[src/rtl/core/huffman_code_bit_packer_macros.svh]
// assertion macros shared by the bit packer rtl
// expects i_clk and i_rst_n in the scope of use
`ifndef HUFFMAN_CODE_BIT_PACKER_MACROS_SVH
`define HUFFMAN_CODE_BIT_PACKER_MACROS_SVH

// same-cycle implication
`define HCBP_ASSERT_IMP(label, ante, cons, msg) \
    label: assert property (@(posedge i_clk) disable iff (!i_rst_n) \
        (ante) |-> (cons)) else $error(msg);

// next-cycle implication
`define HCBP_ASSERT_NXT(label, ante, cons, msg) \
    label: assert property (@(posedge i_clk) disable iff (!i_rst_n) \
        (ante) |=> (cons)) else $error(msg);

`endif

[src/rtl/core/hcbp_pkg.sv]
// types and constants for the huffman code bit packer
// no dependencies
`default_nettype none

package hcbp_pkg;

    localparam int MAX_CODE_LEN = 32;
    localparam int SYMBOL_COUNT = 256;
    localparam int WORD_BITS    = 32;
    localparam int LEN_LIMIT    = (MAX_CODE_LEN < WORD_BITS) ? MAX_CODE_LEN : WORD_BITS;
    localparam int ADDR_W       = (SYMBOL_COUNT > 1) ? $clog2(SYMBOL_COUNT) : 1;
    localparam int BYTE_TOP_BIT = 7;

    localparam int QDEPTH = 4;
    localparam int QAW    = $clog2(QDEPTH);

    localparam logic [1:0] CMD_LOAD   = 2'd0;
    localparam logic [1:0] CMD_ENCODE = 2'd1;
    localparam logic [1:0] CMD_FLUSH  = 2'd2;

    typedef struct packed {
        logic [1:0]  cmd;
        logic [7:0]  symbol;
        logic [31:0] code_word;
        logic [5:0]  code_length;
    } t_in_item;

    typedef struct packed {
        logic [7:0] packed_byte;
        logic       last_of_run;
        logic       is_tail;
    } t_out_item;

    typedef struct packed {
        logic [5:0]  len;
        logic [31:0] word;
    } t_entry;

    typedef struct packed {
        logic        is_flush;
        logic [31:0] word;
        logic [5:0]  len;
    } t_job;

    typedef struct packed {
        logic valid;
        t_job job;
    } t_push;

endpackage

`default_nettype wire

[src/rtl/core/hcbp_queue.sv]
// short job queue between front end and packer
// depends on hcbp_pkg
`default_nettype none

module hcbp_queue (
    input  wire              i_clk,
    input  wire              i_rst_n,
    input  hcbp_pkg::t_push  i_push,
    output logic             o_full,
    output hcbp_pkg::t_job   o_head,
    output logic             o_empty,
    input  wire              i_pop
);

    hcbp_pkg::t_job           r_slots [hcbp_pkg::QDEPTH];
    logic [hcbp_pkg::QAW-1:0] r_wp;
    logic [hcbp_pkg::QAW-1:0] r_rp;
    logic [hcbp_pkg::QAW:0]   r_count;
    logic [hcbp_pkg::QAW:0]   n_count;

    logic do_push;
    logic do_pop;

    assign o_full  = (r_count == (hcbp_pkg::QAW+1)'(hcbp_pkg::QDEPTH));
    assign o_empty = (r_count == '0);
    assign o_head  = r_slots[r_rp];
    assign do_push = i_push.valid && !o_full;
    assign do_pop  = i_pop && !o_empty;

    always_comb begin
        n_count = r_count;
        if (do_push && !do_pop) begin
            n_count = r_count + 1'b1;
        end else if (do_pop && !do_push) begin
            n_count = r_count - 1'b1;
        end
    end

    always_ff @(posedge i_clk) begin
        if (!i_rst_n) begin
            r_wp    <= '0;
            r_rp    <= '0;
            r_count <= '0;
        end else begin
            r_count <= n_count;
            if (do_push) begin
                r_wp <= r_wp + 1'b1;
            end
            if (do_pop) begin
                r_rp <= r_rp + 1'b1;
            end
        end
    end

    always_ff @(posedge i_clk) begin
        if (do_push) begin
            r_slots[r_wp] <= i_push.job;
        end
    end

endmodule

`default_nettype wire

[config.mk]
export PLATFORM = sky130hd
export DESIGN_NAME = hcbp_queue
export DESIGN_NICKNAME = d
export VERILOG_FILES = /design/src/rtl/core/huffman_code_bit_packer_macros.svh /design/src/rtl/core/hcbp_pkg.sv /design/src/rtl/core/hcbp_queue.sv
export SDC_FILE = /design/constraint.sdc
export NUM_CORES = 1
export LEC_CHECK = 0
export ABC_AREA = 0
export BUFFER_PORTS_ARGS = -buffer_cell sky130_fd_sc_hd__buf_2
export CELL_PAD_IN_SITES_DETAIL_PLACEMENT = 0
export CELL_PAD_IN_SITES_GLOBAL_PLACEMENT = 2
export CORE_MARGIN = 2
export CORE_UTILIZATION = 40
export CTS_CLUSTER_SIZE = 30
export DETAILED_ROUTE_END_ITERATION = 8
export GPL_TIMING_DRIVEN = 0
export PLACE_DENSITY = 0.81
export SLEW_MARGIN = 5
export SYNTH_ARGS = -nofsm -noshare
export SYNTH_HDL_FRONTEND = slang
export SYNTH_SLANG_ARGS = --single-unit
[constraint.sdc]
create_clock -name i_clk -period 2.1 [get_ports i_clk]
set_input_delay 0.105 -clock i_clk [delete_from_list [all_inputs] [get_ports i_clk]]
set_output_delay 0.105 -clock i_clk [all_outputs]
set_load 0.01 [all_outputs]
# --- Word-level counts from Yosys, hierarchy flattened ---
# Memories as Yosys holds them, arrays and structs flattened. A register that Yosys moved wholly into a read port is not among the register bits.
# Index checks and enable logic that the tools add are counted.
classes:
  n_addsub: 4
  eq_ne: 1
  muxes: 6
  n_reduce_logical: 10
op_table:
  columns: ["operator", "n"]
  rows:
  - ["3-bit two-way mux", 2]
  - ["2-bit by 1-bit adder with 2-bit output (second input constant)", 2]
  - ["1-bit logical AND", 4]
  - ["1-bit logical NOT", 4]
  - ["2-bit two-way mux", 2]
  - ["3-bit by 1-bit adder with 3-bit output (second input constant)", 1]
  - ["3-bit equality test (second input constant)", 1]
  - ["3-bit logical NOT", 1]
  - ["3-bit by 1-bit subtractor with 3-bit output (second input constant)", 1]
  - ["1-bit two-way mux", 2]
  - ["2-bit nonzero test", 1]
word_totals:
  reg_bits: 7
  ram_bits: 156
  output_inout_bits: 41
  wordCells: 25
  n_memories: 1
mem_list:
  columns: ["name", "depth", "width", "rd", "rd_ports_with_merged_regs", "write_ports", "line", "text"]
  rows:
  - ["r_slots", 4, 39, 1, 1, 1, "hcbp_queue.sv:15", "hcbp_pkg::t_job r_slots [hcbp_pkg::QDEPTH];"]

# --- Logic depth before layout (Yosys ltp) ---
# Gate-level depths: netlist of the first run.
logic_depth:
  ltp_word: 7
  depth_mapped: 9
  mapped_depth_nobuf: 8

# --- Least setup slack after synthesis of the first run ---
# OpenSTA, ideal clock, no wires.
synth_timing:
  kind: "register to register"
  from: "register r_count[0] (netlist name)"
  to: "memory r_slots[0][0] (netlist name), enable pin"
  t_arrival_ns: 1.790
  required_time_ns: 1.700
  setup_slack_ns: -0.090
  path_stages_with_launch: 5
  n_path_buf: 1
  path_cell_list: "dfxtp_1 nor3b_2 nor2b_1 buf_2 and2_1"
synth_between:
  elab_chain_cells: 5
synth_lines:
  columns: ["element", "line", "text"]
  rows:
  - ["from (decl)", "hcbp_queue.sv:18", "logic [hcbp_pkg::QAW:0] r_count;"]
  - ["from (signal assigned)", "hcbp_queue.sv:45", "r_count <= n_count;"]
  - ["3-bit equality test", "hcbp_queue.sv:24", "assign o_full = (r_count == (hcbp_pkg::QAW+1)'(hcbp_pkg::QDEPTH));"]
  - ["named net o_full", "hcbp_queue.sv:9", "output logic o_full,"]
  - ["1-bit logical NOT", "hcbp_queue.sv:27", "assign do_push = i_push.valid && !o_full;"]
  - ["1-bit logical AND", "hcbp_queue.sv:27", null]
  - ["named net do_push", "hcbp_queue.sv:21", "logic do_push;"]
  - ["1-bit two-way mux", "hcbp_queue.sv:56", "if (do_push) begin"]
  - ["1-bit two-way mux (not written as such)", "hcbp_queue.sv:57", "r_slots[r_wp] <= i_push.job;"]
  - ["to (decl)", "hcbp_queue.sv:15", null]
# The timed path passes the listed nets, and every way through them passes these cells.

==> results of run 1 <==
## kinds of logic (layout without fill, tap and decap cells)
kind of cell / count (synthesis) / count (layout) / share of synthesized area
compound gates: 4 / 4 / 0.00554
xor+xnor: 4 / 4 / 0.00574
fa+ha+maj: 6 / 6 / 0.0135
buf+inv: 13 / 168 / 0.0123
flops: 165 / 165 / 0.797
mux: 42 / 42 / 0.149
simple gates: 17 / 17 / 0.0166
## timing repair
action | 4_1_cts | 5_1_grt
hold buffers | 39 | 0
setup buffers | 1 | 1
endpoints found under the setup margin | 157 | 27
cloned | 0 | 0
pin swaps | 0 | 1
endpoints found under the hold margin | 156 | 0
gates resized for setup | 11 | 8
## how the worst min path moves through the flow
| stage | from | to | slack (ns) | depth (start not counted) |
|---|---|---|---|---|
| CTS | i_rst_n | r_wp[0] | 0.1 | 3 |
| finish | i_rst_n | r_wp[1] | 0.11 | 3 |
| detailed placement | i_push[17] | r_slots[0][17] | 0.32 | 1 |
| global route | i_rst_n | r_count[2] | 0.15 | 2 |
| floorplan | i_push[0] | r_slots[0][0] | 0.20 | 0 |
| global placement | i_push[0] | r_slots[1][0] | 0.32 | 1 |
## power by group through the flow
stage                     Clock (mW)  Sequential [mW]  Combinational, mW
after floorplan                    0             4.16               1.41
after global placement             0             4.18               2.08
after detailed placement           0             4.20               2.10
after CTS                       3.46             4.13               2.21
after global routing            3.59             4.17               2.35
final                           3.38             4.14               2.16
## Yosys cell counts, drive strengths merged
cell type and n:
o311ai 1, a21boi 1, nor3b 1, dfxtp 9, fa 1, nand2 4, o21ai 1, and2 8
inv 3, edfxtp 156, mux4 39, or3 1, ha 5, nor3 1, nor2b 2, xnor2 3
o31ai 1, clkbuf 3, buf 7, mux2i 3, xor2 1
## registers in the layout (all words and copies together) (netlist names), named ones only
signal and count:
r_wp 2, r_rp 2, r_slots 156, r_count 3
## layer usage
layer	routed length [um]	up-vias	global-route usage
li1	-	1338	-
met1	4680	1491	0.182
met2	5350	63	0.224
met3	399	19	0.0394
met4	211	0	0.0640
met5	0	-	0
## final cells by class
type / count / area share
inverters: 3 / 0.00144
clock inverters: 11 / 0.0262
repair buffers: 123 / 0.104
plain buffers: 10 / 0.00909
multi-input cells: 73 / 0.152
clock buffers: 21 / 0.0561
flip-flops and latches: 165 / 0.621
well taps: 188 / 0.0300
## stage by stage
| stage | TNS [ns] | utilization | setup slack, ns |
|---|---|---|---|
| 6_report | 0 | 0.522 | 0.118 |
| 5_1_grt | 0 | 0.522 | 0.00743 |
| 4_1_cts | 0 | 0.520 | 0.0298 |
| 3_5_place_dp | -26.63 | 0.449 | -0.187 |
| 3_3_place_gp | -24.35 | 0.449 | -0.169 |
| 2_1_floorplan | 0 | - | 0.0276 |
## worst reg2reg max path, stage by stage (launching register included)
cell and delay [ns]:
dfxtp_4 0.37, nor3b_2 0.17, nor2b_1 0.11, buf_4 0.14, ha_4 0.14, inv_1 0.05
fa_2 0.33, xor2_1 0.17, or3_1 0.30, a21boi_1 0.12
==> impl_metrics.tcl, run 1 <==
set metrics [dict create \
    numClockSinks 165 \
    grt_usage 0.141 \
    r2r-start "r_count[2]" \
    ir_worst_vdd_uv 657 \
    areaGrowthSynthToFinish_pct 28.6 \
    syn-instance-count 251 \
    fin_area_um2 7850 \
    die_h_um 128 \
    drive_above_1_share 0.416 \
    tritoncts "yes" \
    p_leak_nw 2.70 \
    worstMarginPinSlew_ns 0.648 \
    worst_setup_path_end_kind "primary output" \
    fmax_mhz 505 \
    period_minus_slack_ns 1.98 \
    fin_nets 442 \
    syn_area_per_cell_um2 24.3 \
    power_frac_seq 0.427 \
    rrSetupSlack_ns 0.14 \
    fp.dieW_um 128 \
    holdWs_ns 0.106 \
    grt_antenna_before_repair 0 \
    ys_seq_area_frac 0.797 \
    clkPwrFrac 0.350 \
    place_inst 521 \
    grt_pass1_wl_mm 16.6 \
    power.share.combinational 0.223 \
    yosys.area.top_type_share 0.768 \
    synth_cell_types 23 \
    hold_path_class "primary input to flip-flop" \
    crit_slowest_cell "mux4_2" \
    vias 2911 \
    ios 84 \
    path_buf_inv 3 \
    mostFrequentLayoutCell "edfxtp_1" \
    wire_per_inst_um 17.9 \
    antenna_left 0 \
    place_hpwl_mm 5.90 \
    crit_arrival_ns 1.88 \
    worstReg2RegEnd "r_count[2]" \
    core_area_um2 15000 \
    clock-root-buffer "clkbuf_16" \
    power_mw 9.68 \
    final_cell_mix "edfxtp_1, buf_2, mux4_2, dlygate4sd3_1, clkbuf_16" \
    crit_path_max_fanout 10 \
    maxSlewViolCount 0 \
    status "complete, no violations" \
    drt_wl_total_mm 10.6 \
    power.density_nw_per_um2 1230 \
    grt_pass1_vias 3038 \
    crit_chain "buf_6 -> buf_6 -> mux4_2 -> buf_2" \
    grt_max_degree 40 \
    portBuffers 82 \
    antenna-diode-count 0 \
    drv_cap 0 \
    dr.pass1.iters 4 \
    fin_skew_ns 0.00510 \
    seq_area_um2 4870 \
    intPower_mw 7.33 \
    syn_area_um2 6100 \
    drtIter0Drc 189 \
    fill_cells 1186 \
    viasPerCell 4.90 \
    initial_core_util 0.406 \
    cts_max_level 4 \
    worstSetupStartpointType "flip-flop" \
    finalHoldViolations 0 \
    gp_congestion 0.680 \
    synth_fp_nets 300 \
    yosys_warnings 0 \
    critPathRequiredTime_ns 2.00 \
    crit_family "buffers and inverters" \
    relSlewSlack 0.568 \
    crit_end "o_head[16]" \
    rsz0062_at_grt "false" \
    clk_pin_slew_ns 0.06 \
    synth_top_area_cell "edfxtp_1" \
    placed_cell_area_um2 6750 \
    setup_viol 0 \
    yosys-top-cells-area "edfxtp_1, mux4_2, dfxtp_1" \
    numCtsBuffers 17 \
    cts_buffer_depth 2 \
    dieArea_um2 16300 \
    core.rowCount 45 \
    synth_seq_cells 165 \
    cpPeakStageDelay_ns 0.52 \
    crit_cells 4 \
    period_share 0.944 \
    multiInputGateArea_um2 1190 \
    fin_cells 594 \
    critPathKind "flip-flop to primary output" \
    r2r_cells 9 \
    clkLatencyLatePin_ns 0.41 \
    power.switching_mw 2.35 \
    swShare 0.242 \
    drc_errors 0 \
    grt-ovfl-total 0 \
    crit_top_cell "buf_6" \
]
Note: power is estimated with default switching activity, not from simulation.
==> inputs of run 2 (changes only) <==
SETUP_SLACK_MARGIN = 0.2   (was not set)
==> impl_metrics.tcl, run 2 (synthesized netlist as in run 1, its figures left out) <==
set metrics [dict create \
    crit_arrival_ns 2.33 \
    fin_cells 601 \
    largest_reg_flops 156 \
    core_area_um2 15000 \
    status "complete, no violations" \
    maxSlewViolCount 0 \
    areaGrowthSynthToFinish_pct 30.7 \
    ios 84 \
    drv_cap 0 \
    crit_path_max_fanout 5 \
    grt_pass1_wl_mm 16.5 \
    period_share 0.947 \
    crit_slowest_cell "dfxtp_4" \
    gp_congestion 0.638 \
    drive_above_1_share 0.438 \
    fin_nets 449 \
    clkLatencyLatePin_ns 0.42 \
    mostFrequentLayoutCell "edfxtp_1" \
    holdWs_ns 0.0766 \
    dr.pass1.iters 4 \
    power.switching_mw 2.46 \
    antenna_left 0 \
    power_frac_seq 0.423 \
    clkPwrFrac 0.337 \
    finalHoldViolations 0 \
    critPathRequiredTime_ns 2.44 \
    setup_viol 0 \
    clock-root-buffer "clkbuf_16" \
    drc_errors 0 \
    reg_top3 "r_slots: 156 flops, r_count: 3 flops" \
    grt_antenna_before_repair 0 \
    fmax_mhz 503 \
    die_h_um 128 \
    place_inst 521 \
    numCtsBuffers 17 \
    grt_usage 0.139 \
    regMostFlops "r_slots" \
    cpPeakStageDelay_ns 0.36 \
    portBuffers 82 \
    cts_max_level 4 \
    period_minus_slack_ns 1.99 \
    grt-ovfl-total 0 \
    clk_pin_slew_ns 0.06 \
    power_mw 9.84 \
    vias 2948 \
    drtIter0Drc 144 \
    worstMarginPinSlew_ns 0.373 \
    timing.final.ws_setup_ns 0.110 \
    crit_chain "nor3b_4 -> nor2b_1 -> buf_4 -> ha_4 -> inv_1 -> fa_2 -> xor2_1 -> or3_1 -> a21boi_1" \
    cts_buffer_depth 2 \
    place_hpwl_mm 5.99 \
    power.density_nw_per_um2 1230 \
    tns_ns 0 \
    dieArea_um2 16300 \
    worstSetupStartpointType "flip-flop" \
    antenna-diode-count 0 \
    core.rowCount 45 \
    critPathKind "flip-flop to flip-flop" \
    relSlewSlack 0.752 \
    grt_pass1_vias 3125 \
    swShare 0.250 \
    grt_max_degree 40 \
    intPower_mw 7.38 \
    rsz0062_at_grt "true" \
    hold_path_class "primary input to flip-flop" \
    ir_worst_vdd_uv 590 \
    initial_core_util 0.406 \
    numClockSinks 165 \
    fin_skew_ns 0.00613 \
    power.share.combinational 0.240 \
    viasPerCell 4.91 \
    post-place-ws_ns -0.0962 \
    tritoncts "yes" \
    p_leak_nw 2.75 \
    fp.dieW_um 128 \
    drt_wl_total_mm 11.4 \
    worst_setup_path_end_kind "flip-flop" \
    final_cell_mix "edfxtp_1, buf_2, mux4_2, dlygate4sd3_1, clkbuf_16" \
    wire_per_inst_um 19.0 \
]
run 2: worst max-delay path, delay by kind of cell, from the launching register on:
kind / cells / cell delay, ns
DFF: 1 / 0.36
xor gates and xnor gates: 1 / 0.17
adders and majority gates: 2 / 0.46
AOI/OAI and AO/OA: 1 / 0.13
buffers and inverters: 2 / 0.20
and+or+nand+nor: 3 / 0.60
run 2: final cells by class:
type | count | area, um^2
clock buffer | 19 | 433
tap | 188 | 235
fill | 1202 | 7060
clock inverter | 13 | 206
inverter | 3 | 11.3
timing repair buffer | 126 | 868
multi-input combinational | 77 | 1240
sequential | 165 | 4880
buffer | 10 | 103
run 2: what timing repair did:
action                     in CTS  in global routing
setup endpoints to repair     187                178
gates resized for setup        15                  9
cloned                          0                  5
buffers inserted                4                  0
hold buffers                   39                  0
pin swaps                       1                  4
hold endpoints to repair      156                  0
run 2: routing by layer:
layer  GRT usage  vias to the layer above  routed length (um)
met4      0.0640                        0                 199
met3      0.0410                       18                 544
met2       0.230                       70                5690
li1            -                     1355                   -
met5           0                        -                   0
met1       0.170                     1505                4980
run 2: metrics by stage:
stage | cell area, um^2 | utilization
2_1_floorplan | 6140 | -
3_3_place_gp | 6790 | 0.452
3_5_place_dp | 6790 | 0.452
4_1_cts | 7900 | 0.525
5_1_grt | 7970 | 0.530
6_report | 7970 | 0.530
run 2: path summary, 6_finish.rpt:
kind | cells past startpoint | startpoint | to | slack, ns
setup / recovery | 9 | r_count[2] | r_count[2] | 0.11
hold / removal | 3 | i_rst_n | r_wp[1] | 0.08
setup reg to reg | 9 | r_count[2] | r_count[2] | 0.11
hold reg to reg | 2 | r_wp[1] | r_wp[1] | 0.51
run 2: power groups by stage:
stage | sequential (mW) | combinational [mW] | clock, mW
6_report | 4.16 | 2.36 | 3.32
5_1_grt | 4.19 | 2.58 | 3.53
4_1_cts | 4.16 | 2.32 | 3.39
3_5_place_dp | 4.22 | 2.13 | 0
3_3_place_gp | 4.20 | 2.12 | 0
2_1_floorplan | 4.17 | 1.44 | 0
