`src/rtl/core/huffman_code_bit_packer_macros.svh`:
```
// assertion macros shared by the bit packer rtl
// expects i_clk and i_rst_n in the scope of use
`ifndef HUFFMAN_CODE_BIT_PACKER_MACROS_SVH
`define HUFFMAN_CODE_BIT_PACKER_MACROS_SVH

// same-cycle implication
`define HCBP_ASSERT_IMP(label, ante, cons, msg) \
    label: assert property (@(posedge i_clk) disable iff (!i_rst_n) \
        (ante) |-> (cons)) else $error(msg);

// next-cycle implication
`define HCBP_ASSERT_NXT(label, ante, cons, msg) \
    label: assert property (@(posedge i_clk) disable iff (!i_rst_n) \
        (ante) |=> (cons)) else $error(msg);

`endif

```
`src/rtl/core/hcbp_pkg.sv`:
```
// types and constants for the huffman code bit packer
// no dependencies
`default_nettype none

package hcbp_pkg;

    localparam int MAX_CODE_LEN = 32;
    localparam int SYMBOL_COUNT = 256;
    localparam int WORD_BITS    = 32;
    localparam int LEN_LIMIT    = (MAX_CODE_LEN < WORD_BITS) ? MAX_CODE_LEN : WORD_BITS;
    localparam int ADDR_W       = (SYMBOL_COUNT > 1) ? $clog2(SYMBOL_COUNT) : 1;
    localparam int BYTE_TOP_BIT = 7;

    localparam int QDEPTH = 4;
    localparam int QAW    = $clog2(QDEPTH);

    localparam logic [1:0] CMD_LOAD   = 2'd0;
    localparam logic [1:0] CMD_ENCODE = 2'd1;
    localparam logic [1:0] CMD_FLUSH  = 2'd2;

    typedef struct packed {
        logic [1:0]  cmd;
        logic [7:0]  symbol;
        logic [31:0] code_word;
        logic [5:0]  code_length;
    } t_in_item;

    typedef struct packed {
        logic [7:0] packed_byte;
        logic       last_of_run;
        logic       is_tail;
    } t_out_item;

    typedef struct packed {
        logic [5:0]  len;
        logic [31:0] word;
    } t_entry;

    typedef struct packed {
        logic        is_flush;
        logic [31:0] word;
        logic [5:0]  len;
    } t_job;

    typedef struct packed {
        logic valid;
        t_job job;
    } t_push;

endpackage

`default_nettype wire

```
`src/rtl/core/hcbp_back.sv`:
```
// packer: shifts code bits into bytes, one byte step per cycle unless stalled by the output, owns the output register
// depends on hcbp_pkg and the assertion macro header
`default_nettype none
`include "huffman_code_bit_packer_macros.svh"

module hcbp_back (
    input  wire                 i_clk,
    input  wire                 i_rst_n,
    input  hcbp_pkg::t_job      i_head,
    input  wire                 i_empty,
    output logic                o_pop,
    output logic                o_valid,
    input  wire                 i_stall,
    output hcbp_pkg::t_out_item o_item
);

    logic        r_busy;
    logic        n_busy;
    logic        r_flush;
    logic [31:0] r_word;
    logic [5:0]  r_len;
    logic [7:0]  r_partial;
    logic [7:0]  n_partial;
    logic [2:0]  r_bp;
    logic [2:0]  n_bp;
    logic        r_out_valid;
    logic        n_out_valid;
    hcbp_pkg::t_out_item r_out;
    hcbp_pkg::t_out_item n_out;

    logic       out_free;
    logic [3:0] space;
    logic [3:0] k;
    logic [3:0] fill;
    logic       emit;
    logic [7:0] mask;
    logic [7:0] merged;
    logic [5:0] len_next;
    logic       can_step;
    logic       load_out;

    assign out_free = !r_out_valid || !i_stall;
    assign space    = 4'd8 - {1'b0, r_bp};
    assign k        = (r_len < {2'b00, space}) ? r_len[3:0] : space;
    assign fill     = {1'b0, r_bp} + k;
    assign emit     = fill[3];
    assign mask     = 8'((9'd1 << k) - 9'd1);
    assign merged   = r_partial | 8'((r_word[7:0] & mask) << r_bp);
    assign len_next = r_len - {2'b00, k};
    assign can_step = r_busy && (r_flush ? ((r_bp == 3'd0) || out_free) : (!emit || out_free));
    assign o_pop    = !r_busy;

    always_comb begin
        n_busy    = r_busy;
        n_partial = r_partial;
        n_bp      = r_bp;
        load_out  = 1'b0;
        n_out     = r_out;
        if (!r_busy) begin
            n_busy = !i_empty && (i_head.is_flush || (i_head.len != 6'd0));
        end else if (can_step) begin
            if (r_flush) begin
                load_out  = (r_bp != 3'd0);
                n_out     = '{packed_byte: r_partial, last_of_run: 1'b1, is_tail: 1'b1};
                n_partial = '0;
                n_bp      = '0;
                n_busy    = 1'b0;
            end else begin
                // fewer than eight bits left after a full byte: no further byte follows
                load_out  = emit;
                n_out     = '{packed_byte: merged, last_of_run: (len_next < 6'd8),
                              is_tail: 1'b0};
                n_partial = emit ? 8'd0 : merged;
                n_bp      = fill[2:0];
                n_busy    = (len_next != 6'd0);
            end
        end
    end

    always_comb begin
        n_out_valid = r_out_valid && i_stall;
        if (load_out) begin
            n_out_valid = 1'b1;
        end
    end

    always_ff @(posedge i_clk) begin
        if (!i_rst_n) begin
            r_busy      <= 1'b0;
            r_partial   <= '0;
            r_bp        <= '0;
            r_out_valid <= 1'b0;
        end else begin
            r_busy      <= n_busy;
            r_partial   <= n_partial;
            r_bp        <= n_bp;
            r_out_valid <= n_out_valid;
        end
    end

    always_ff @(posedge i_clk) begin
        if (!r_busy) begin
            r_flush <= i_head.is_flush;
            r_word  <= i_head.word;
            r_len   <= i_head.len;
        end else if (can_step && !r_flush) begin
            r_word  <= r_word >> k;
            r_len   <= len_next;
        end
        if (load_out) begin
            r_out <= n_out;
        end
    end

    assign o_valid = r_out_valid;
    assign o_item  = r_out;

    `HCBP_ASSERT_IMP(a_busy_encode_has_bits,
        r_busy && !r_flush, r_len != 6'd0, "encode job active with no bits left")
    `HCBP_ASSERT_NXT(a_flush_clears,
        r_busy && r_flush && can_step, (r_bp == 3'd0) && (r_partial == 8'd0),
        "flush left packer state")
    `HCBP_ASSERT_NXT(a_emit_clears,
        r_busy && !r_flush && can_step && emit, (r_partial == 8'd0) && (r_bp == 3'd0),
        "full byte not cleared")
    `HCBP_ASSERT_IMP(a_no_overwrite,
        load_out, out_free, "output register overwritten while stalled")

endmodule

`default_nettype wire

```
`config.mk`:
```
export PLATFORM = sky130hd
export DESIGN_NAME = hcbp_back
export DESIGN_NICKNAME = d
export VERILOG_FILES = /design/src/rtl/core/hcbp_pkg.sv /design/src/rtl/core/hcbp_back.sv
export VERILOG_INCLUDE_DIRS = /design/src /design/src/rtl/core
export SDC_FILE = /design/constraint.sdc
export NUM_CORES = 1
export LEC_CHECK = 0
export BUFFER_PORTS_ARGS = -buffer_cell sky130_fd_sc_hd__buf_4
export CAP_MARGIN = 5
export CORE_ASPECT_RATIO = 1.75
export CORE_MARGIN = 5
export CORE_UTILIZATION = 59
export DETAILED_ROUTE_END_ITERATION = 7
export PLACE_DENSITY = 0.81
export SYNTH_ARGS = -nofsm -noshare
export SYNTH_HDL_FRONTEND = slang
export SYNTH_SLANG_ARGS = --single-unit
```
`constraint.sdc`:
```
create_clock -name i_clk -period 8.59 [get_ports i_clk]
set_clock_uncertainty 0.1 [all_clocks]
set_input_delay 0.4295 -clock i_clk [delete_from_list [all_inputs] [get_ports i_clk]]
set_output_delay 0.4295 -clock i_clk [all_outputs]
set_load 0.01 [all_outputs]
```
# Yosys cells after proc, flatten, opt, wreduce, memory -nomap -nowiden

Cells that the tools add are included.

Word-level logic and storage cells: 59
Input bits: 43
Bits in registers: 62
Output and inout port bits: 12

Shifts and indexed selects: 3
Bitwise gates (word level): 2
Reduce and logical (&&, ||, !) cells: 20
Mux-type cells: 17
Magnitude comparators: 2
$add $sub $neg: 4
Equal/unequal tests: 1

Operators by type and width:

| kind                | count |
|---|---|
| $mux 32             | 2 |
| $shr 32x4->32       | 1 |
| $mux 8              | 2 |
| $mux 6              | 2 |
| $reduce_bool 6->1   | 2 |
| $mux 10             | 1 |
| $and 8x8->8         | 1 |
| $mux 1              | 8 |
| $or 8x8->8          | 1 |
| $shl 1x4->8 const A | 1 |
| $shl 8x3->8         | 1 |
| $sub 8x1->8 const B | 1 |
| $logic_not 1->1     | 6 |
| $lt 6x4->1          | 1 |
| $lt 6x4->1 const B  | 1 |
| $sub 6x4->6         | 1 |
| $add 3x4->4         | 1 |
| $logic_and 1x1->1   | 4 |
| $logic_or 1x1->1    | 4 |
| $mux 4              | 1 |
| $sub 4x3->4 const A | 1 |
| $logic_not 3->1     | 1 |
| $mux 3              | 1 |
| $reduce_and 3->1    | 1 |
| other kinds (3)     | 3 |

# Logic depth before layout (Yosys ltp)

Gate-level depths: netlist of the first run.

Depth after elaboration: 11
Mapped depth: 22
Gate-level depth less buffers: 18

# Least setup slack after synthesis of the first run

OpenSTA, ideal clock, no wires.

Kind: register to register
From: reg r_bp[1]
To: reg r_len[0], enable pin
Path buffers: 4
Stages on the path, launching flop included: 20
Data arrival time: 6714 ps
Library setup time: 479 ps
Slack: 1297 ps
Required time: 8011 ps
Clock period less this slack: 7293 ps
Path through: dfxtp_1 clkbuf_1 inv_1 ha_1 clkbuf_1 inv_1 ha_1 or3b_2 and3_4 o21ai_2 nand2_1 buf_2 clkbuf_1 ha_1 a21o_1 a21oi_1 xnor2_1 o31ai_2 inv_1 o21ai_0

Cells in the longest elaborated chain, start to end: 10
Elaborated cells between the ends (all ways): 12
Those cells by class: 2 x add/sub; 1 x order compare; 1 x eq/ne; 2 x mux; 6 x reduce/logical

Ends and longest elaborated chain:

| what                          | line             | text |
|---|---|---|
| start, declared               | hcbp_back.sv:24  | `logic [2:0] r_bp;` |
| start signal, assigned        | hcbp_back.sv:96  | `r_bp <= n_bp;` |
| $sub 4x3->4                   | hcbp_back.sv:43  | `assign space = 4'd8 - {1'b0, r_bp};` |
| $lt 6x4->1                    | hcbp_back.sv:44  | `assign k = (r_len < {2'b00, space}) ? r_len[3:0] : space;` |
| $mux 4                        | hcbp_back.sv:44  |  |
| $add 3x4->4                   | hcbp_back.sv:45  | `assign fill = {1'b0, r_bp} + k;` |
| $logic_not 1->1               | hcbp_back.sv:50  | `assign can_step = r_busy && (r_flush ? ((r_bp == 3'd0) \|\| out_free) : (!emit \|\| out_free));` |
| $logic_or 1x1->1              | hcbp_back.sv:50  |  |
| $mux 1 *                      | hcbp_back.sv:50  |  |
| $logic_and 1x1->1 *           | hcbp_back.sv:50  |  |
| $logic_and 1x1->1 *           | hcbp_back.sv:106 | `end else if (can_step && !r_flush) begin` |
| $ne 2x1->1 (no source line) * | -                |  |
| end signal, assigned          | hcbp_back.sv:105 | `r_len <= i_head.len;` |
| end signal, assigned          | hcbp_back.sv:108 | `r_len <= len_next;` |
| end, declared                 | hcbp_back.sv:21  | `logic [5:0] r_len;` |

Mark *: on every way between the ends. The rest lies on a longest branch, timed or not.
A chain may end at the register's enable or synchronous reset.

# Worst setup path after layout of the first run

From: reg r_bp[0]
To: reg r_word[22], enable pin

Cells in the longest elaborated chain, start to end: 10
Elaborated cells between the ends (all ways): 12
Those cells by class: 2 x add/sub; 1 x order compare; 1 x eq/ne; 2 x mux; 6 x reduce/logical

Ends and longest elaborated chain:

| what                          | line             | text |
|---|---|---|
| $sub 4x3->4                   | hcbp_back.sv:43  |  |
| $lt 6x4->1                    | hcbp_back.sv:44  |  |
| $mux 4                        | hcbp_back.sv:44  |  |
| $add 3x4->4                   | hcbp_back.sv:45  |  |
| $logic_not 1->1               | hcbp_back.sv:50  |  |
| $logic_or 1x1->1              | hcbp_back.sv:50  |  |
| $mux 1 *                      | hcbp_back.sv:50  |  |
| $logic_and 1x1->1 *           | hcbp_back.sv:50  |  |
| $logic_and 1x1->1 *           | hcbp_back.sv:106 |  |
| $ne 2x1->1 (no source line) * | -                |  |
| end signal, assigned          | hcbp_back.sv:104 | `r_word <= i_head.word;` |
| end signal, assigned          | hcbp_back.sv:107 | `r_word <= r_word >> k;` |
| end, declared                 | hcbp_back.sv:20  | `logic [31:0] r_word;` |

Marks and branches as above.

==> report_table.html, run 1 <==
<table>
<tr><th>Metric</th><th>Value</th></tr>
<tr><th colspan="2">Power and ir drop</th></tr>
<tr><td>Part of the total power dissipated in sequential elements</td><td>29.7%</td></tr>
<tr><td>Share of total power in combinational logic</td><td>47.9%</td></tr>
<tr><td>Cell Int Power</td><td>925 uW</td></tr>
<tr><td>Lkg Pwr</td><td>0.00235 uW</td></tr>
<tr><td>Switch Pwr</td><td>625 uW</td></tr>
<tr><td>Largest vdd supply drop</td><td>186 uV</td></tr>
<tr><td>Power share of the clock group</td><td>22.4%</td></tr>
<tr><td>Switching fraction of total power</td><td>40.3%</td></tr>
<tr><td>Power per standard cell area</td><td>288 nW/um^2</td></tr>
<tr><th colspan="2">Min path</th></tr>
<tr><td>Worst Hold Class</td><td>in2reg</td></tr>
<tr><th colspan="2">Status</th></tr>
<tr><td>Run status</td><td>finished clean</td></tr>
<tr><th colspan="2">Synthesis</th></tr>
<tr><td>Simple logic cell fraction of the synthesized area</td><td>15.9%</td></tr>
<tr><td>Most area-consuming cells after synthesis</td><td>edfxtp_1, mux2i_1, mux2_2</td></tr>
<tr><td>Synthesized area divided by synthesized cell count</td><td>9.10 sq um</td></tr>
<tr><td>Post-synthesis compound-gate area fraction</td><td>21.3%</td></tr>
<tr><td>Fraction of synthesized area in multiplexers</td><td>15.1%</td></tr>
<tr><td>Most used flip-flop cell after synthesis</td><td>edfxtp_1</td></tr>
<tr><td>Register area share after synthesis</td><td>37.2%</td></tr>
<tr><td>Synthesis Warnings</td><td>0</td></tr>
<tr><td>Distinct cells, synth</td><td>73</td></tr>
<tr><td>Fraction of registers with async set or reset after synthesis</td><td>0%</td></tr>
<tr><td>Area share of fa/ha/maj cells after synthesis</td><td>3.65%</td></tr>
<tr><td>Xor/xnor cell area share of the yosys netlist</td><td>1.50%</td></tr>
<tr><td>Synthesized netlist cell count</td><td>512</td></tr>
<tr><td>Area leader, netlist</td><td>edfxtp_1</td></tr>
<tr><td>Yosys top cell area share</td><td>31.6%</td></tr>
<tr><td>Synthesized net count</td><td>568</td></tr>
<tr><td>Post-synthesis instance area</td><td>4660 sq um</td></tr>
<tr><td>Synth Register Bits</td><td>62</td></tr>
<tr><td>Dominant combinational cell family by area after synthesis</td><td>compound AO/OA/AOI/OAI gates</td></tr>
<tr><td>Number of synthesized flops with an enable pin</td><td>49</td></tr>
<tr><th colspan="2">Clock tree</th></tr>
<tr><td>Depth of the CTS H-tree</td><td>3</td></tr>
<tr><td>Root Buffer Master</td><td>clkbuf_16</td></tr>
<tr><td>Clock transition time at the flip-flop clock pins of the worst setup and hold paths</td><td>0.05 ns</td></tr>
<tr><td>Clock latency on the worst-skew pair</td><td>0.34 ns</td></tr>
<tr><td>CTS Buf Count</td><td>9</td></tr>
<tr><td>Cts repair resizes</td><td>0</td></tr>
<tr><td>Maximum buffer depth of the clock tree</td><td>2</td></tr>
<tr><td>CTS tree</td><td>built</td></tr>
<tr><td>Number of setup buffers added after CTS</td><td>0</td></tr>
<tr><td>CTS Hold Bufs</td><td>0</td></tr>
<tr><td>Clk sink count</td><td>62</td></tr>
<tr><th colspan="2">Drt</th></tr>
<tr><td>First-pass DRT Iterations</td><td>5</td></tr>
<tr><td>First DRT Iteration DRCs</td><td>334</td></tr>
<tr><td>DRT antenna net count</td><td>0</td></tr>
<tr><td>Via-to-Cell Ratio</td><td>6.48</td></tr>
<tr><td>Number of DRC violations after detailed routing</td><td>0</td></tr>
<tr><td>Via count</td><td>4,192</td></tr>
<tr><td>Wire length per cell</td><td>19.9 um</td></tr>
<tr><td>Total wirelength of the detailed-routed design</td><td>12.9 mm</td></tr>
<tr><th colspan="2">Final layout</th></tr>
<tr><td>Number of inserted diodes</td><td>0</td></tr>
<tr><td>Final Core Density</td><td>68.9%</td></tr>
<tr><td># nets final</td><td>608</td></tr>
<tr><td>Synthesis-to-layout area growth</td><td>15.4%</td></tr>
<tr><td>Footprint of the multi-input gates</td><td>2690 sq um</td></tr>
<tr><td>Layout fillers</td><td>609</td></tr>
<tr><td>Area taken by flip-flops and latches</td><td>1730 sq um</td></tr>
<tr><td>Fraction of layout cells with a size suffix above 1</td><td>21.5%</td></tr>
<tr><th colspan="2">Worst setup path</th></tr>
<tr><td>Crit path max fanout</td><td>36</td></tr>
<tr><td>Worst reg-to-reg path cell count</td><td>15</td></tr>
<tr><td>Cell with the biggest individual delay on the critical path</td><td>o21ai_4</td></tr>
<tr><td>Required time worst endpoint</td><td>8.44 ns</td></tr>
<tr><td>Kind of capture point of the worst setup path</td><td>flip-flop</td></tr>
<tr><td>Reg-to-reg slack, setup</td><td>1.89 ns</td></tr>
<tr><td>Element type at the critical path start</td><td>flip-flop</td></tr>
<tr><td>Worst setup path endpoint</td><td>r_word[22]</td></tr>
<tr><td>Most used cell along the critical path</td><td>ha_1</td></tr>
<tr><td>Number of gates on the worst path with buffers counted</td><td>15</td></tr>
<tr><td>Critical Path Source</td><td>r_bp[0]</td></tr>
<tr><td>Worst Path Arrival</td><td>6.55 ns</td></tr>
<tr><td>R2R Path Start</td><td>r_bp[0]</td></tr>
<tr><td>Kind of critical path</td><td>reg2reg</td></tr>
<tr><td>Worst-path cell chain</td><td>clkinv_1 &gt; ha_1 &gt; inv_1 &gt; ha_1 &gt; or3b_2 &gt; and3_4 &gt; o21ai_2 &gt; nand2_1 &gt; ha_1 &gt; a21o_1 &gt; a21oi_1 &gt; xnor2_1 &gt; o31ai_2 &gt; inv_1 &gt; o21ai_4</td></tr>
<tr><td>Cell family with the largest share of critical-path delay</td><td>compound AO/OA/AOI/OAI gates</td></tr>
<tr><td>Crit path buf inv count</td><td>3</td></tr>
<tr><td>Longest individual stage delay on the worst path</td><td>0.92 ns</td></tr>
<tr><td>Endpoint of the worst register-to-register path</td><td>r_word[22]</td></tr>
<tr><th colspan="2">Die</th></tr>
<tr><td>Die outline area</td><td>9840 sq um</td></tr>
<tr><td>Floorplan die width</td><td>77.2 um</td></tr>
<tr><td>Initial cell density of the core</td><td>59.7%</td></tr>
<tr><td>Core Footprint</td><td>7800 sq um</td></tr>
<tr><td>Die Span Y</td><td>128 um</td></tr>
<tr><td>Count of pins on the block boundary</td><td>55</td></tr>
<tr><td>Row count</td><td>43</td></tr>
<tr><th colspan="2">Global route</th></tr>
<tr><td>Global Route Usage Sum</td><td>27.0%</td></tr>
<tr><td>Antenna violations before repair</td><td>0</td></tr>
<tr><td>Leftover overflow at the end of global routing</td><td>0</td></tr>
<tr><td>Number of global-route vias before repair</td><td>4,290</td></tr>
<tr><td>Global-route wire length before repair</td><td>21.0 mm</td></tr>
<tr><td>Maximum number of pins on one net before global-route repair</td><td>44</td></tr>
<tr><th colspan="2">Timing</th></tr>
<tr><td>Upper clock frequency limit</td><td>149 MHz</td></tr>
<tr><td>Unrepaired setup endpoints after global routing</td><td>false</td></tr>
<tr><td>Worst slew pin tran</td><td>1.15 ns</td></tr>
<tr><td>Max Slew Vio Count</td><td>0</td></tr>
<tr><td>Final setup vio count</td><td>0</td></tr>
<tr><td>Final critical path time including I/O delays and setup</td><td>6.70 ns</td></tr>
<tr><td>Part of the cycle the worst path needs</td><td>78.0%</td></tr>
<tr><td>Final Hold Fails</td><td>0</td></tr>
<tr><td>Tightest slew margin relative to the limit</td><td>23.0%</td></tr>
<tr><td>Total negative slack</td><td>0 ns</td></tr>
<tr><th colspan="2">Placed design</th></tr>
<tr><td>Number of buffers added on ports</td><td>54</td></tr>
<tr><td>Routability Congestion</td><td>0.923</td></tr>
<tr><td>HPWL after DPL</td><td>9.50 mm</td></tr>
<tr><th colspan="2">Job</th></tr>
<tr><td>Count of maximum capacitance violations</td><td>0</td></tr>
</table>
-- through the flow --
stage               power [uW]  cells  hold WS [ns]  setup WS [ns]  instance area, sq um
CTS                       1540    647         0.179           1.92                  5370
floorplan                  999    512         0.319           1.30                  4660
global route              1640    647         0.179           1.39                  5370
finish                    1550    647         0.184           1.89                  5370
detailed placement        1190    631         0.345           1.90                  5090
global placement          1170    631         0.336           2.16                  5090
-- layout by cell type, fill, tap and decap left out, types with 4 or more instances in the layout --
| cell | n |
|---|---|
| a21o_1 | 5 |
| a21oi_1 | 37 |
| a221o_1 | 4 |
| a22oi_1 | 6 |
| a31oi_1 | 9 |
| and2_1 | 6 |
| buf_4 | 59 |
| clkbuf_16 | 9 |
| dfxtp_1 | 13 |
| edfxtp_1 | 49 |
| ha_1 | 12 |
| inv_1 | 25 |
| mux2_2 | 25 |
| mux2i_1 | 42 |
| nand2_1 | 47 |
| nand3_1 | 10 |
| nor2_1 | 49 |
| nor3_1 | 21 |
| o21a_1 | 5 |
| o21ai_0 | 24 |
| o221ai_1 | 7 |
| o22ai_1 | 5 |
| o2bb2ai_1 | 6 |
| xor2_1 | 5 |
-- cells in the mapped netlist (7+ instances only) --
| library cell | n |
|---|---|
| nand3_1 | 10 |
| nor2_1 | 49 |
| o21ai_0 | 25 |
| clkbuf_1 | 21 |
| mux2_2 | 25 |
| inv_1 | 25 |
| ha_1 | 12 |
| nand2_1 | 47 |
| dfxtp_1 | 13 |
| nor3_1 | 21 |
| a21oi_1 | 37 |
| o221ai_1 | 7 |
| edfxtp_1 | 49 |
| mux2i_1 | 42 |
| a31oi_1 | 9 |
-- per-layer routing --
metal  GRT usage [%]  routed length [um]
met1            28.0                4590
met4            18.0                 721
met3            5.22                 660
met2            48.2                6920
met5               0                   0
-- power groups by stage --
stage | clock network [uW] | logic (uW) | registers, uW
detailed placement | 0 | 724 | 464
finish | 347 | 742 | 461
CTS | 349 | 733 | 458
floorplan | 0 | 555 | 444
global route | 362 | 812 | 466
global placement | 0 | 710 | 462
-- final cells by class --
cell class | instances | share of cell area, %
multi-input cells | 391 | 50.1
flip-flops and latches | 62 | 32.2
repair buffers | 59 | 8.24
clock buffers | 13 | 5.03
well taps | 90 | 2.10
inverters | 29 | 2.03
clock inverters | 3 | 0.326
-- registers in the layout, summed over array words and instances (netlist names) --
signal,cells
o_item,10
o_valid,1
r_bp,3
r_busy,1
r_flush,1
r_len,6
r_partial,8
r_word,32
-- worst min-delay path by stage --
| stage | start | end | slack, ns | cells past startpoint |
|---|---|---|---|---|
| 2_1_floorplan | r_partial[4] | r_partial[4] | 0.32 | 2 |
| 3_3_place_gp | r_partial[6] | r_partial[6] | 0.34 | 2 |
| 3_5_place_dp | r_partial[6] | r_partial[6] | 0.34 | 2 |
| 4_1_cts | i_head[38] | r_flush | 0.18 | 1 |
| 5_1_grt | i_head[38] | r_flush | 0.18 | 1 |
| 6_report | i_head[38] | r_flush | 0.18 | 1 |
-- cells by family after synthesis --
family / Yosys count
AO/OA/AOI/OAI: 145
XOR/XNOR: 8
adder cells (fa/ha/maj): 13
buffers and inverters: 59
flip-flops: 62
multiplexers: 67
AND/OR/NAND/NOR: 158
Power figures use the tool's default switching activity.
==> inputs of run 2 (changes only) <==
Settings changed: ABC_AREA set to 1.
Clock period 8.59 ns to 6.9 ns, I/O delays scaled along.
==> report_table.html, run 2 <==
<table>
<tr><th>Metric</th><th>Value</th></tr>
<tr><th colspan="2">Status</th></tr>
<tr><td>Run status</td><td>finished clean</td></tr>
<tr><th colspan="2">Timing</th></tr>
<tr><td>Final Hold Fails</td><td>0</td></tr>
<tr><td>Final critical path time including I/O delays and setup</td><td>4.99 ns</td></tr>
<tr><td>Tightest slew margin relative to the limit</td><td>52.4%</td></tr>
<tr><td>Upper clock frequency limit</td><td>200 MHz</td></tr>
<tr><td>Final setup vio count</td><td>0</td></tr>
<tr><td>Post-Route Hold Slack</td><td>0.104 ns</td></tr>
<tr><td>Final critical-path setup slack</td><td>1.91 ns</td></tr>
<tr><td>Part of the cycle the worst path needs</td><td>72.4%</td></tr>
<tr><td>Max Slew Vio Count</td><td>0</td></tr>
<tr><td>Unrepaired setup endpoints after global routing</td><td>false</td></tr>
<tr><td>Worst slew pin tran</td><td>0.713 ns</td></tr>
<tr><td>Total negative slack</td><td>0 ns</td></tr>
<tr><th colspan="2">Die</th></tr>
<tr><td>Die Span Y</td><td>127 um</td></tr>
<tr><td>Initial cell density of the core</td><td>60.8%</td></tr>
<tr><td>Die outline area</td><td>9800 sq um</td></tr>
<tr><td>Core Footprint</td><td>7620 sq um</td></tr>
<tr><td>Count of pins on the block boundary</td><td>55</td></tr>
<tr><td>Floorplan die width</td><td>77.0 um</td></tr>
<tr><td>Row count</td><td>42</td></tr>
<tr><th colspan="2">Synthesis</th></tr>
<tr><td>Fraction of registers with async set or reset after synthesis</td><td>0%</td></tr>
<tr><td>Register area share after synthesis</td><td>37.4%</td></tr>
<tr><td>Synthesized netlist cell count</td><td>629</td></tr>
<tr><td>Post-synth top cells</td><td>nand2_1, inv_1, nand3_1, o21ai_0, edfxtp_1</td></tr>
<tr><td>Most area-consuming cells after synthesis</td><td>edfxtp_1, nand2_1, dfxtp_1</td></tr>
<tr><td>Synthesis Warnings</td><td>0</td></tr>
<tr><td>Area leader, netlist</td><td>edfxtp_1</td></tr>
<tr><td>Number of synthesized flops with an enable pin</td><td>49</td></tr>
<tr><td>Synthesized area divided by synthesized cell count</td><td>7.37 sq um</td></tr>
<tr><td>Synthesized net count</td><td>685</td></tr>
<tr><td>Yosys top cell area share</td><td>31.7%</td></tr>
<tr><td>Most frequent cell after synthesis</td><td>nand2_1</td></tr>
<tr><td>Distinct cells, synth</td><td>50</td></tr>
<tr><td>Post-synthesis instance area</td><td>4640 sq um</td></tr>
<tr><td>Synth Register Bits</td><td>62</td></tr>
<tr><td>Most used flip-flop cell after synthesis</td><td>edfxtp_1</td></tr>
<tr><th colspan="2">Drt</th></tr>
<tr><td>Via-to-Cell Ratio</td><td>5.91</td></tr>
<tr><td>Total wirelength of the detailed-routed design</td><td>12.9 mm</td></tr>
<tr><td>Wire length per cell</td><td>16.9 um</td></tr>
<tr><td>DRT antenna net count</td><td>0</td></tr>
<tr><td>First-pass DRT Iterations</td><td>7</td></tr>
<tr><td>Number of DRC violations after detailed routing</td><td>0</td></tr>
<tr><td>First DRT Iteration DRCs</td><td>388</td></tr>
<tr><td>Via count</td><td>4,516</td></tr>
<tr><th colspan="2">Clock tree</th></tr>
<tr><td>Maximum buffer depth of the clock tree</td><td>2</td></tr>
<tr><td>CTS tree</td><td>built</td></tr>
<tr><td>Clock transition time at the flip-flop clock pins of the worst setup and hold paths</td><td>0.05 ns</td></tr>
<tr><td>CTS Hold Bufs</td><td>0</td></tr>
<tr><td>Number of setup buffers added after CTS</td><td>0</td></tr>
<tr><td>Depth of the CTS H-tree</td><td>3</td></tr>
<tr><td>CTS Buf Count</td><td>9</td></tr>
<tr><td>Clk sink count</td><td>62</td></tr>
<tr><td>Root Buffer Master</td><td>clkbuf_16</td></tr>
<tr><td>Clock latency on the worst-skew pair</td><td>0.34 ns</td></tr>
<tr><td>Cts repair resizes</td><td>0</td></tr>
<tr><th colspan="2">Placed design</th></tr>
<tr><td>Setup WS pre-CTS</td><td>1.96 ns</td></tr>
<tr><td>Number of buffers added on ports</td><td>54</td></tr>
<tr><td>HPWL after DPL</td><td>9.64 mm</td></tr>
<tr><td>DP Area</td><td>5040 sq um</td></tr>
<tr><td>Routability Congestion</td><td>0.901</td></tr>
<tr><th colspan="2">Final layout</th></tr>
<tr><td>Synthesis-to-layout area growth</td><td>14.2%</td></tr>
<tr><td>Number of flip-flops in the largest register</td><td>32</td></tr>
<tr><td>Most common cell after layout, fill and taps aside</td><td>nand2_1</td></tr>
<tr><td># nets final</td><td>728</td></tr>
<tr><td>Total non-filler cell area in the finished layout</td><td>5290 sq um</td></tr>
<tr><td>Fraction of layout cells with a size suffix above 1</td><td>14.8%</td></tr>
<tr><td>Most frequent cells in the layout</td><td>nand2_1, inv_1, buf_4</td></tr>
<tr><td>Number of inserted diodes</td><td>0</td></tr>
<tr><td>Register ranked first by flip-flop count</td><td>r_word</td></tr>
<tr><th colspan="2">Worst setup path</th></tr>
<tr><td>Worst-path cell chain</td><td>inv_1 &gt; ha_1 &gt; ha_1 &gt; inv_1 &gt; nand3_1 &gt; nand2_2 &gt; nor2_8 &gt; nand2_4 &gt; nand2_1 &gt; nand2_4 &gt; ha_1 &gt; nand2_1 &gt; o21ai_0 &gt; xor2_2 &gt; nand2_2 &gt; a31oi_2 &gt; nand2_2 &gt; nand2_1 &gt; buf_4</td></tr>
<tr><td>Reg-to-reg slack, setup</td><td>1.91 ns</td></tr>
<tr><td>Worst Path Arrival</td><td>4.87 ns</td></tr>
<tr><td>Required time worst endpoint</td><td>6.77 ns</td></tr>
<tr><td>Crit path max fanout</td><td>37</td></tr>
<tr><td>Element type at the critical path start</td><td>flip-flop</td></tr>
<tr><td>R2R Path Start</td><td>r_bp[0]</td></tr>
<tr><td>Endpoint of the worst register-to-register path</td><td>r_len[4]</td></tr>
<tr><td>Cell family with the largest share of critical-path delay</td><td>simple AND/OR/NAND/NOR gates</td></tr>
<tr><td>Longest individual stage delay on the worst path</td><td>0.59 ns</td></tr>
<tr><td>Kind of capture point of the worst setup path</td><td>flip-flop</td></tr>
<tr><td>Kind of critical path</td><td>reg2reg</td></tr>
<tr><td>Worst reg-to-reg path cell count</td><td>19</td></tr>
<tr><td>Crit path buf inv count</td><td>3</td></tr>
<tr><td>Cell with the biggest individual delay on the critical path</td><td>dfxtp_1</td></tr>
<tr><th colspan="2">Min path</th></tr>
<tr><td>WHS Path Cells</td><td>1</td></tr>
<tr><td>Hold path start</td><td>i_head[38]</td></tr>
<tr><td>Worst Hold Class</td><td>in2reg</td></tr>
<tr><td>Capture endpoint of the worst hold path</td><td>r_flush</td></tr>
<tr><th colspan="2">Global route</th></tr>
<tr><td>Antenna violations before repair</td><td>0</td></tr>
<tr><td>Global-route met1 utilization</td><td>26.9%</td></tr>
<tr><td>Global-route met2 utilization</td><td>49.6%</td></tr>
<tr><td>Leftover overflow at the end of global routing</td><td>0</td></tr>
<tr><td>Maximum number of pins on one net before global-route repair</td><td>45</td></tr>
<tr><td>Number of global-route vias before repair</td><td>4,505</td></tr>
<tr><td>Global Route Usage Sum</td><td>27.0%</td></tr>
<tr><td>Global-route met3 utilization</td><td>5.70%</td></tr>
<tr><td>Global-route wire length before repair</td><td>21.1 mm</td></tr>
<tr><td>Top Usage Layer GRT</td><td>met2</td></tr>
<tr><th colspan="2">Power and ir drop</th></tr>
<tr><td>Lkg Pwr</td><td>0.00244 uW</td></tr>
<tr><td>Power per standard cell area</td><td>536 nW/um^2</td></tr>
<tr><td>Total Power</td><td>2840 uW</td></tr>
<tr><td>Largest vdd supply drop</td><td>310 uV</td></tr>
<tr><th colspan="2">Job</th></tr>
<tr><td>Count of maximum capacitance violations</td><td>0</td></tr>
</table>
[run 2: cell types whose count changed in the layout (fill, tap and decap cells not counted), sizes merged, moves of 14 or more]
cell,delta
inv,+33
mux2,-25
mux2i,-28
nand2,+179
nand3,+40
nor3,-21
o211ai,+14
o21ai,+29
[run 2: worst max-delay path by stage]
stage | start | end | slack (ns) | cells after the start
2_1_floorplan | r_bp[0] | r_len[0] | 2.03 | 23
3_3_place_gp | r_bp[0] | r_word[4] | 2.13 | 19
3_5_place_dp | r_bp[0] | r_word[4] | 1.96 | 19
4_1_cts | r_bp[0] | r_len[2] | 1.94 | 19
5_1_grt | r_bp[0] | r_len[4] | 1.43 | 20
6_report | r_bp[0] | r_len[4] | 1.91 | 19
[run 2: area by class of cell]
type,count,area (sq um)
multi-input cells,480,2540
fillers,648,2330
flip-flops and latches,62,1730
repair buffers,58,435
clock buffers,12,236
inverters,61,229
well taps,88,110
clock inverters,3,12.5
[run 2: where the power goes]
group          internal, uW  switching [uW]  leakage [uW]  total [uW]
Clock                   238             156      0.000121         394
Combinational           555            1220       0.00172        1780
Sequential              585            80.1      0.000603         665
[run 2: cell families after synthesis]
kind of cell	after synthesis	share of synthesized area (%)
AOI/OAI and AO/OA	123	16.0
xor gates and xnor gates	4	0.918
adders and majority gates	13	3.67
buffers and inverters	87	7.88
DFF	62	37.4
muxes	14	3.02
and+or+nand+nor	326	31.2
[run 2: stage by stage]
step                      utilization (%)  instances
after floorplan                         -        629
after global placement               66.2        749
after detailed placement             66.2        749
after CTS                            69.5        764
after global routing                 69.5        764
final                                69.5        764
[run 2: metal layers]
metal	wire length [um]	share of wire [%]
met5	0	0
met4	792	6.1
met3	798	6.2
met2	6780	52
met1	4560	35
